**src/hdl/comment_whitespace_stripper_assert.svh**
```systemverilog
// assertion macros shared by the stripper modules
`ifndef COMMENT_WHITESPACE_STRIPPER_ASSERT_SVH
`define COMMENT_WHITESPACE_STRIPPER_ASSERT_SVH

// expression must hold at every clock edge outside reset
`define CWS_ASSERT_ALWAYS(lbl, expr, msg) \
  lbl: assert property (@(posedge clk) disable iff (!rst_n) (expr)) else $error(msg);

// antecedent implies consequent in the same cycle
`define CWS_ASSERT_IMP(lbl, ante, cons, msg) \
  lbl: assert property (@(posedge clk) disable iff (!rst_n) (ante) |-> (cons)) \
    else $error(msg);

// antecedent implies consequent in the next cycle
`define CWS_ASSERT_NEXT(lbl, ante, cons, msg) \
  lbl: assert property (@(posedge clk) disable iff (!rst_n) (ante) |=> (cons)) \
    else $error(msg);

`endif

```
**src/hdl/cws_pkg.sv**
```systemverilog
`timescale 1ns / 1ps

package cws_pkg;

  // characters with a role in the scan
  localparam logic [7:0] CH_SLASH = 8'h2F;
  localparam logic [7:0] CH_STAR  = 8'h2A;
  localparam logic [7:0] CH_QUOTE = 8'h22;
  localparam logic [7:0] CH_SPACE = 8'h20;
  localparam logic [7:0] CH_TAB   = 8'h09;
  localparam logic [7:0] CH_CR    = 8'h0D;

  // one result item
  typedef struct packed {
    logic [7:0] data;
    logic       kept;
    logic       last;
  } res_t;

  // everything one input byte produces
  typedef struct packed {
    logic any;   // at least one result
    logic two;   // a second result follows the first
    res_t first;
    res_t second;
  } scan_t;

  // c-locale whitespace
  function automatic logic is_blank(input logic [7:0] c);
    is_blank = (c == CH_SPACE) || ((c >= CH_TAB) && (c <= CH_CR));
  endfunction

endpackage

```
**src/hdl/cws_if.sv**
```systemverilog
`timescale 1ns / 1ps

// raw text byte channel
interface cws_in_if;
  logic       valid;
  logic       ready;
  logic [7:0] in_byte;
  logic       in_last;

  modport source (output valid, output in_byte, output in_last, input ready);
  modport sink   (input valid, input in_byte, input in_last, output ready);
endinterface

// stripped result channel
interface cws_out_if;
  logic       valid;
  logic       ready;
  logic [7:0] out_byte;
  logic       out_valid;
  logic       out_last;

  modport source (output valid, output out_byte, output out_valid, output out_last,
                  input ready);
  modport sink   (input valid, input out_byte, input out_valid, input out_last,
                  output ready);
endinterface

```
**src/hdl/cws_scan.sv**
```systemverilog
`timescale 1ns / 1ps
`include "comment_whitespace_stripper_assert.svh"

module cws_scan
  import cws_pkg::*;
(
  input  logic       clk,
  input  logic       rst_n,
  input  logic       step,
  input  logic [7:0] c_in,
  input  logic       last_in,
  output scan_t      res
);

  logic string_r, string_nxt;
  logic comment_r, comment_nxt;
  logic slash_r, slash_nxt;
  logic star_r, star_nxt;

  logic is_slash, is_star, is_quote;
  logic handled, emit_slash, emit_c;

  assign is_slash = (c_in == CH_SLASH);
  assign is_star  = (c_in == CH_STAR);
  assign is_quote = (c_in == CH_QUOTE);

  // decide what this byte emits and how the scan state moves
  always_comb begin
    emit_slash  = 1'b0;
    emit_c      = 1'b0;
    string_nxt  = string_r;
    comment_nxt = comment_r;
    slash_nxt   = 1'b0;
    handled     = slash_r && is_star;

    // a held slash resolves now
    if (slash_r) begin
      if (is_star) begin
        comment_nxt = 1'b1;
      end else begin
        emit_slash = 1'b1;
      end
    end

    if (!handled) begin
      if (comment_r) begin
        if (is_slash && star_r) begin
          comment_nxt = 1'b0;
        end
      end else if (string_r) begin
        emit_c = 1'b1;
        if (is_quote) begin
          string_nxt = 1'b0;
        end
      end else if (is_quote) begin
        string_nxt = 1'b1;
        emit_c     = 1'b1;
      end else if (is_slash) begin
        if (last_in) begin
          emit_c = 1'b1;
        end else begin
          slash_nxt = 1'b1;
        end
      end else if (!is_blank(c_in)) begin
        emit_c = 1'b1;
      end
    end

    star_nxt = is_star;

    // end of text starts a fresh scan
    if (last_in) begin
      string_nxt  = 1'b0;
      comment_nxt = 1'b0;
      slash_nxt   = 1'b0;
      star_nxt    = 1'b0;
    end
  end

  // result items
  always_comb begin
    res.any          = emit_slash || emit_c || last_in;
    res.two          = emit_slash && emit_c;
    res.first.data   = emit_slash ? CH_SLASH : (emit_c ? c_in : 8'h00);
    res.first.kept   = emit_slash || emit_c;
    res.first.last   = last_in && !(emit_slash && emit_c);
    res.second.data  = c_in;
    res.second.kept  = 1'b1;
    res.second.last  = last_in;
  end

  // scan state
  always_ff @(posedge clk) begin
    if (!rst_n) begin
      string_r  <= 1'b0;
      comment_r <= 1'b0;
      slash_r   <= 1'b0;
      star_r    <= 1'b0;
    end else if (step) begin
      string_r  <= string_nxt;
      comment_r <= comment_nxt;
      slash_r   <= slash_nxt;
      star_r    <= star_nxt;
    end
  end

  `CWS_ASSERT_ALWAYS(a_str_com_excl, !(string_r && comment_r), "string and comment both open")
  `CWS_ASSERT_IMP(a_slash_outside, slash_r, !string_r && !comment_r, "slash held inside text")
  `CWS_ASSERT_NEXT(a_last_clears, step && last_in, !slash_r && !string_r && !comment_r, "state kept past last")

endmodule

```
**src/hdl/comment_whitespace_stripper.sv**
```systemverilog
`timescale 1ns / 1ps
`include "comment_whitespace_stripper_assert.svh"

// Strips whitespace and slash-star block comments from a byte stream outside
// double-quoted strings. One byte is taken per cycle while in_chan.ready is
// high; the first result of each byte is registered in the output register. A
// byte that releases a held slash and is itself kept yields two results, the
// second waiting in one overflow stage behind the output register, so the input
// is held off until that overflow stage has drained. The last byte of a text
// always yields a result with out_last set, carrying no byte when nothing is
// kept, and returns the scan to its starting state.
module comment_whitespace_stripper
  import cws_pkg::*;
(
  input  logic            clk,
  input  logic            rst_n,
  cws_in_if.sink          in_chan,
  cws_out_if.source       out_chan
);

  scan_t scan;
  logic  accept, take;

  logic  out_v_r, out_v_nxt;
  res_t  out_res_r, out_res_nxt;
  logic  pend_v_r, pend_v_nxt;
  res_t  pend_res_r, pend_res_nxt;

  // room for two results once the output is free this cycle
  assign in_chan.ready = !pend_v_r && (!out_v_r || out_chan.ready);
  assign accept        = in_chan.valid && in_chan.ready;
  assign take          = out_v_r && out_chan.ready;

  cws_scan u_scan (
    .clk     (clk),
    .rst_n   (rst_n),
    .step    (accept),
    .c_in    (in_chan.in_byte),
    .last_in (in_chan.in_last),
    .res     (scan)
  );

  // output register and overflow stage
  always_comb begin
    out_v_nxt    = out_v_r && !take;
    out_res_nxt  = out_res_r;
    pend_v_nxt   = pend_v_r;
    pend_res_nxt = pend_res_r;
    if (accept) begin
      if (scan.any) begin
        out_v_nxt   = 1'b1;
        out_res_nxt = scan.first;
      end
      if (scan.two) begin
        pend_v_nxt   = 1'b1;
        pend_res_nxt = scan.second;
      end
    end else if (take && pend_v_r) begin
      out_v_nxt   = 1'b1;
      out_res_nxt = pend_res_r;
      pend_v_nxt  = 1'b0;
    end
  end

  always_ff @(posedge clk) begin
    if (!rst_n) begin
      out_v_r  <= 1'b0;
      pend_v_r <= 1'b0;
    end else begin
      out_v_r  <= out_v_nxt;
      pend_v_r <= pend_v_nxt;
    end
  end

  always_ff @(posedge clk) begin
    out_res_r  <= out_res_nxt;
    pend_res_r <= pend_res_nxt;
  end

  assign out_chan.valid     = out_v_r;
  assign out_chan.out_byte  = out_res_r.data;
  assign out_chan.out_valid = out_res_r.kept;
  assign out_chan.out_last  = out_res_r.last;

  `CWS_ASSERT_IMP(a_pend_behind_out, pend_v_r, out_v_r, "overflow stage filled ahead of output")
  `CWS_ASSERT_IMP(a_no_accept_pend, pend_v_r, !in_chan.ready, "input open with result waiting")
  `CWS_ASSERT_NEXT(a_pend_moves, take && pend_v_r, out_v_r && !pend_v_r, "overflow result lost")

endmodule
```
**src/flat_wrapper.sv**
```systemverilog
// flat-port wrapper written by rule: the top's interface ports become plain ports
module comment_whitespace_stripper_flat import cws_pkg::*;
  (clk, rst_n, in_chan_valid, in_chan_in_byte, in_chan_in_last, in_chan_ready, out_chan_valid, out_chan_out_byte, out_chan_out_valid, out_chan_out_last, out_chan_ready);
  cws_in_if in_chan_i ();
  cws_out_if out_chan_i ();
  input  logic clk;
  input  logic rst_n;
  input wire logic [$bits(in_chan_i.valid)-1:0] in_chan_valid;
  input wire logic [$bits(in_chan_i.in_byte)-1:0] in_chan_in_byte;
  input wire logic [$bits(in_chan_i.in_last)-1:0] in_chan_in_last;
  output wire logic [$bits(in_chan_i.ready)-1:0] in_chan_ready;
  output wire logic [$bits(out_chan_i.valid)-1:0] out_chan_valid;
  output wire logic [$bits(out_chan_i.out_byte)-1:0] out_chan_out_byte;
  output wire logic [$bits(out_chan_i.out_valid)-1:0] out_chan_out_valid;
  output wire logic [$bits(out_chan_i.out_last)-1:0] out_chan_out_last;
  input wire logic [$bits(out_chan_i.ready)-1:0] out_chan_ready;
  assign in_chan_i.valid = in_chan_valid;
  assign in_chan_i.in_byte = in_chan_in_byte;
  assign in_chan_i.in_last = in_chan_in_last;
  assign in_chan_ready = in_chan_i.ready;
  assign out_chan_valid = out_chan_i.valid;
  assign out_chan_out_byte = out_chan_i.out_byte;
  assign out_chan_out_valid = out_chan_i.out_valid;
  assign out_chan_out_last = out_chan_i.out_last;
  assign out_chan_i.ready = out_chan_ready;
  comment_whitespace_stripper u_core (.clk(clk), .rst_n(rst_n), .in_chan(in_chan_i), .out_chan(out_chan_i));
endmodule
```
**config.mk**
```make
export PLATFORM = sky130hd
export DESIGN_NAME = comment_whitespace_stripper_flat
export DESIGN_NICKNAME = d
export VERILOG_FILES = /design/src/hdl/cws_pkg.sv /design/src/hdl/cws_if.sv /design/src/hdl/cws_scan.sv /design/src/hdl/comment_whitespace_stripper.sv /design/src/flat_wrapper.sv
export VERILOG_INCLUDE_DIRS = /design/src /design/src/hdl
export SDC_FILE = /design/constraint.sdc
export NUM_CORES = 1
export LEC_CHECK = 0
export BUFFER_PORTS_ARGS = -buffer_cell sky130_fd_sc_hd__buf_2
export CORE_MARGIN = 2
export CORE_UTILIZATION = 50
export CTS_BUF_LIST = sky130_fd_sc_hd__clkbuf_8
export CTS_CLUSTER_SIZE = 8
export DETAILED_ROUTE_END_ITERATION = 7
export GPL_ROUTABILITY_DRIVEN = 0
export GPL_TIMING_DRIVEN = 0
export HOLD_SLACK_MARGIN = 0.12
export PLACE_DENSITY = 0.74
export SLEW_MARGIN = 15
export SYNTH_ARGS = -nofsm -noshare
export SYNTH_HDL_FRONTEND = slang
export SYNTH_SLANG_ARGS = --single-unit
```
**constraint.sdc**
```tcl
create_clock -name clk -period 3.9 [get_ports clk]
set_clock_uncertainty 0.2 [all_clocks]
set_input_delay 0.78 -clock clk [delete_from_list [all_inputs] [get_ports clk]]
set_output_delay 0.78 -clock clk [all_outputs]
set_load 0.1 [all_outputs]
```
==> metrics.yaml <==
p_leak_nw: 0.523
number_of_global_route_vias_before_repair: 1008
via_count: 1047
antenna_found_initial: 0
placement.io_buffers: 24
postSynthNetCount: 130
wl_per_cell_microns: 14.3
fin_crit_ns: 2.80
synthesized_area_per_cell_sq_um: 10.6
floorplan.die_area_sq_um: 2880
synth_top_family_by_area: "simple AND/OR/NAND/NOR gates"
rows: 18
layout-area-overhead-vs-synth_pct: 17.0
cts.root.buffer_cell: "sky130_fd_sc_hd__clkbuf_8"
yosys.area.top_type: "sky130_fd_sc_hd__edfxtp_1"
synth-seq-cells: 25
path_max_fanout: 10
drv_slew: 0
most_numerous_cell_in_the_yosys_netlist: "sky130_fd_sc_hd__nand2_1"
post_cts_resized: 0
design.portCount: 25
final_nets: 159
ys_seq_area_share_pct: 55.9
clock_path_buffers: 2
synthMuxAreaShare_pct: 0
synth_simple_gate_area_share_pct: 24.5
clock.fmax_mhz: 357
grt_max_degree: 14
ys_warn_count: 0
synthFlopType: "sky130_fd_sc_hd__edfxtp_1"
finalSetupTns_ns: 0
async_flop_share_pct: 0
deepest_level_of_the_cts_h_tree: 1
detail_route.first_pass.iterations: 4
detailedRoute.firstIterationViolations: 29
final_layout_size_suffix_gt1_share_pct: 24.1
synth_fa_ha_area_share_pct: 0
worst-endpoint-arrival_ns: 2.49
cts_post_setup_buffers_inserted: 0
synthCells: 117
initial_core_util_pct: 51.2
cts_made_buffers: 3
cell_pwr_density_nw_per_um2: 401
cts.sink_count: 25
drt-total-wl_microns: 2510
viasPerCell: 5.98
startpoint_type: "primary input"
synthTopCellsByArea: "sky130_fd_sc_hd__edfxtp_1, sky130_fd_sc_hd__dfxtp_1, sky130_fd_sc_hd__nand2_1, sky130_fd_sc_hd__nand3_1, sky130_fd_sc_hd__o211ai_1"
cp.required_ns: 3.59
dieHeight_microns: 53.7
core_region_area_sq_um: 2410
synth_compound_area_share_pct: 17.3
global_route_total_overflow: 0
rsz_0062_raised_after_global_routing: "no"
final_area_sq_um: 1450
min_path_type: "register to register"
grt_util_all_layers_pct: 20.2
timing_worst_setup_path_type: "primary input to register"
synth_cell_type_count: 35
final-hold-violation-count: 0
worst_slew_margin_pct: 37.6
vdd_drop_max_mv: 0.237
remaining_drc_errors: 0
setup.worst_path.end_class: "register"
insertedDiodeCount: 0
post-route-period-util_pct: 71.8
cts_tree: "yes"
cts_hold_buffers: 0
timing_worst_slew_pin_value_ns: 0.934
post_synth_most_frequent_cells: "sky130_fd_sc_hd__nand2_1, sky130_fd_sc_hd__edfxtp_1, sky130_fd_sc_hd__nand3_1"
post_synthesis_cell_area_sq_um: 1230
clock_latency_ns: 0.26
yosys.area.top_type_share_pct: 46.2
worst_slack_ns: 1.10
timing.max_cap.violations: 0
final_antenna_net_count: 0
die_w_microns: 53.7
synthXorXnorAreaFrac_pct: 0
grt_pass1_wl_microns: 4220
status: "completed"
pre_cts_ws_ns: 0.797
placed_cell_area_sq_um: 1400
setup-violations-final: 0
totalPowerFinal_mw: 0.579
cts_clk_pin_slew_worst_paths_ns: 0.09
dpl.hpwl_microns: 1910
number_of_enable_flip_flop_cells_after_synthesis: 19
stage by stage:
stage / hold slack [ns] / cells / util, %
5_1_grt: 0.294 / 175 / 60.0
3_3_place_gp: 0.252 / 171 / 57.8
2_1_floorplan: 0.232 / 117 / -
3_5_place_dp: 0.256 / 171 / 58.1
6_report: 0.265 / 175 / 60.0
4_1_cts: 0.268 / 175 / 60.0
flip-flops by register name, indices dropped and copies added (netlist names):
| signal | cells |
|---|---|
| u_core.u_scan.star_r | 1 |
| u_core.out_chan.out_last | 1 |
| u_core.u_scan.slash_r | 1 |
| u_core.pend_res_r | 9 |
| u_core.out_chan.valid | 1 |
| u_core.u_scan.comment_r | 1 |
| u_core.out_chan.out_valid | 1 |
| u_core.out_chan.out_byte | 8 |
| u_core.pend_v_r | 1 |
| u_core.u_scan.string_r | 1 |
final timing paths:
check | from | to | slack (ns) | depth (start not counted)
setup reg to reg | u_core.pend_v_r | u_core.pend_res_r[9] | 1.29 | 4
hold / removal | u_core.u_scan.star_r | u_core.u_scan.star_r | 0.26 | 2
hold reg to reg | u_core.u_scan.star_r | u_core.u_scan.star_r | 0.26 | 2
setup / recovery | in_chan_in_byte[2] | u_core.out_chan.out_byte[3] | 1.10 | 6
worst max-delay path: stages:
cell and delay (ns):
sky130_fd_sc_hd__buf_2 0.15, sky130_fd_sc_hd__and4bb_2 0.28, sky130_fd_sc_hd__buf_2 0.16, sky130_fd_sc_hd__o2bb2ai_1 0.20, sky130_fd_sc_hd__a31oi_4 0.11, sky130_fd_sc_hd__o311ai_2 0.80
power by group:
part / switching [mW] / internal (mW)
Sequential: 0.00239 / 0.298
Clock: 0.0760 / 0.0703
Combinational: 0.108 / 0.0243
Total: 0.187 / 0.392
kinds of logic after synthesis:
kind of cell,after synthesis
AOI/OAI and AO/OA,28
buffers and inverters,7
DFF,25
and+or+nand+nor,57
cell usage in the layout, fill, tap and decap left out, types with 2 or more instances in the layout:
cell and instances:
sky130_fd_sc_hd__nand2b_1 4, sky130_fd_sc_hd__nand3b_1 2, sky130_fd_sc_hd__nor4_1 2, sky130_fd_sc_hd__nand3_1 11
sky130_fd_sc_hd__o21ai_0 6, sky130_fd_sc_hd__o211ai_1 5, sky130_fd_sc_hd__buf_2 25, sky130_fd_sc_hd__nor2b_1 2
sky130_fd_sc_hd__a31oi_1 2, sky130_fd_sc_hd__nand4_1 2, sky130_fd_sc_hd__edfxtp_1 19, sky130_fd_sc_hd__nor3_1 2
sky130_fd_sc_hd__dfxtp_1 6, sky130_fd_sc_hd__clkbuf_8 3, sky130_fd_sc_hd__inv_1 5, sky130_fd_sc_hd__clkbuf_1 2
sky130_fd_sc_hd__nor2_1 5, sky130_fd_sc_hd__a21oi_1 5, sky130_fd_sc_hd__nand2_1 20
final cells by class:
class                           instances  area [sq um]
Fill cell                             206           965
Buffer                                  3          12.5
Timing Repair Buffer                   24           120
Tap cell                               30          37.5
Multi-Input combinational cell         85           524
Sequential cell                        25           691
Clock buffer                            3          41.3
Clock inverter                          1          3.75
Inverter                                4          15.0
routing by layer:
layer | wire length, microns | global-route usage [%]
met1 | 1100 | 24.9
met2 | 1260 | 34.6
met3 | 114 | 3.33
met4 | 34 | 8.97
met5 | 0 | 0
No activity file was read; power rests on OpenSTA's default activity.
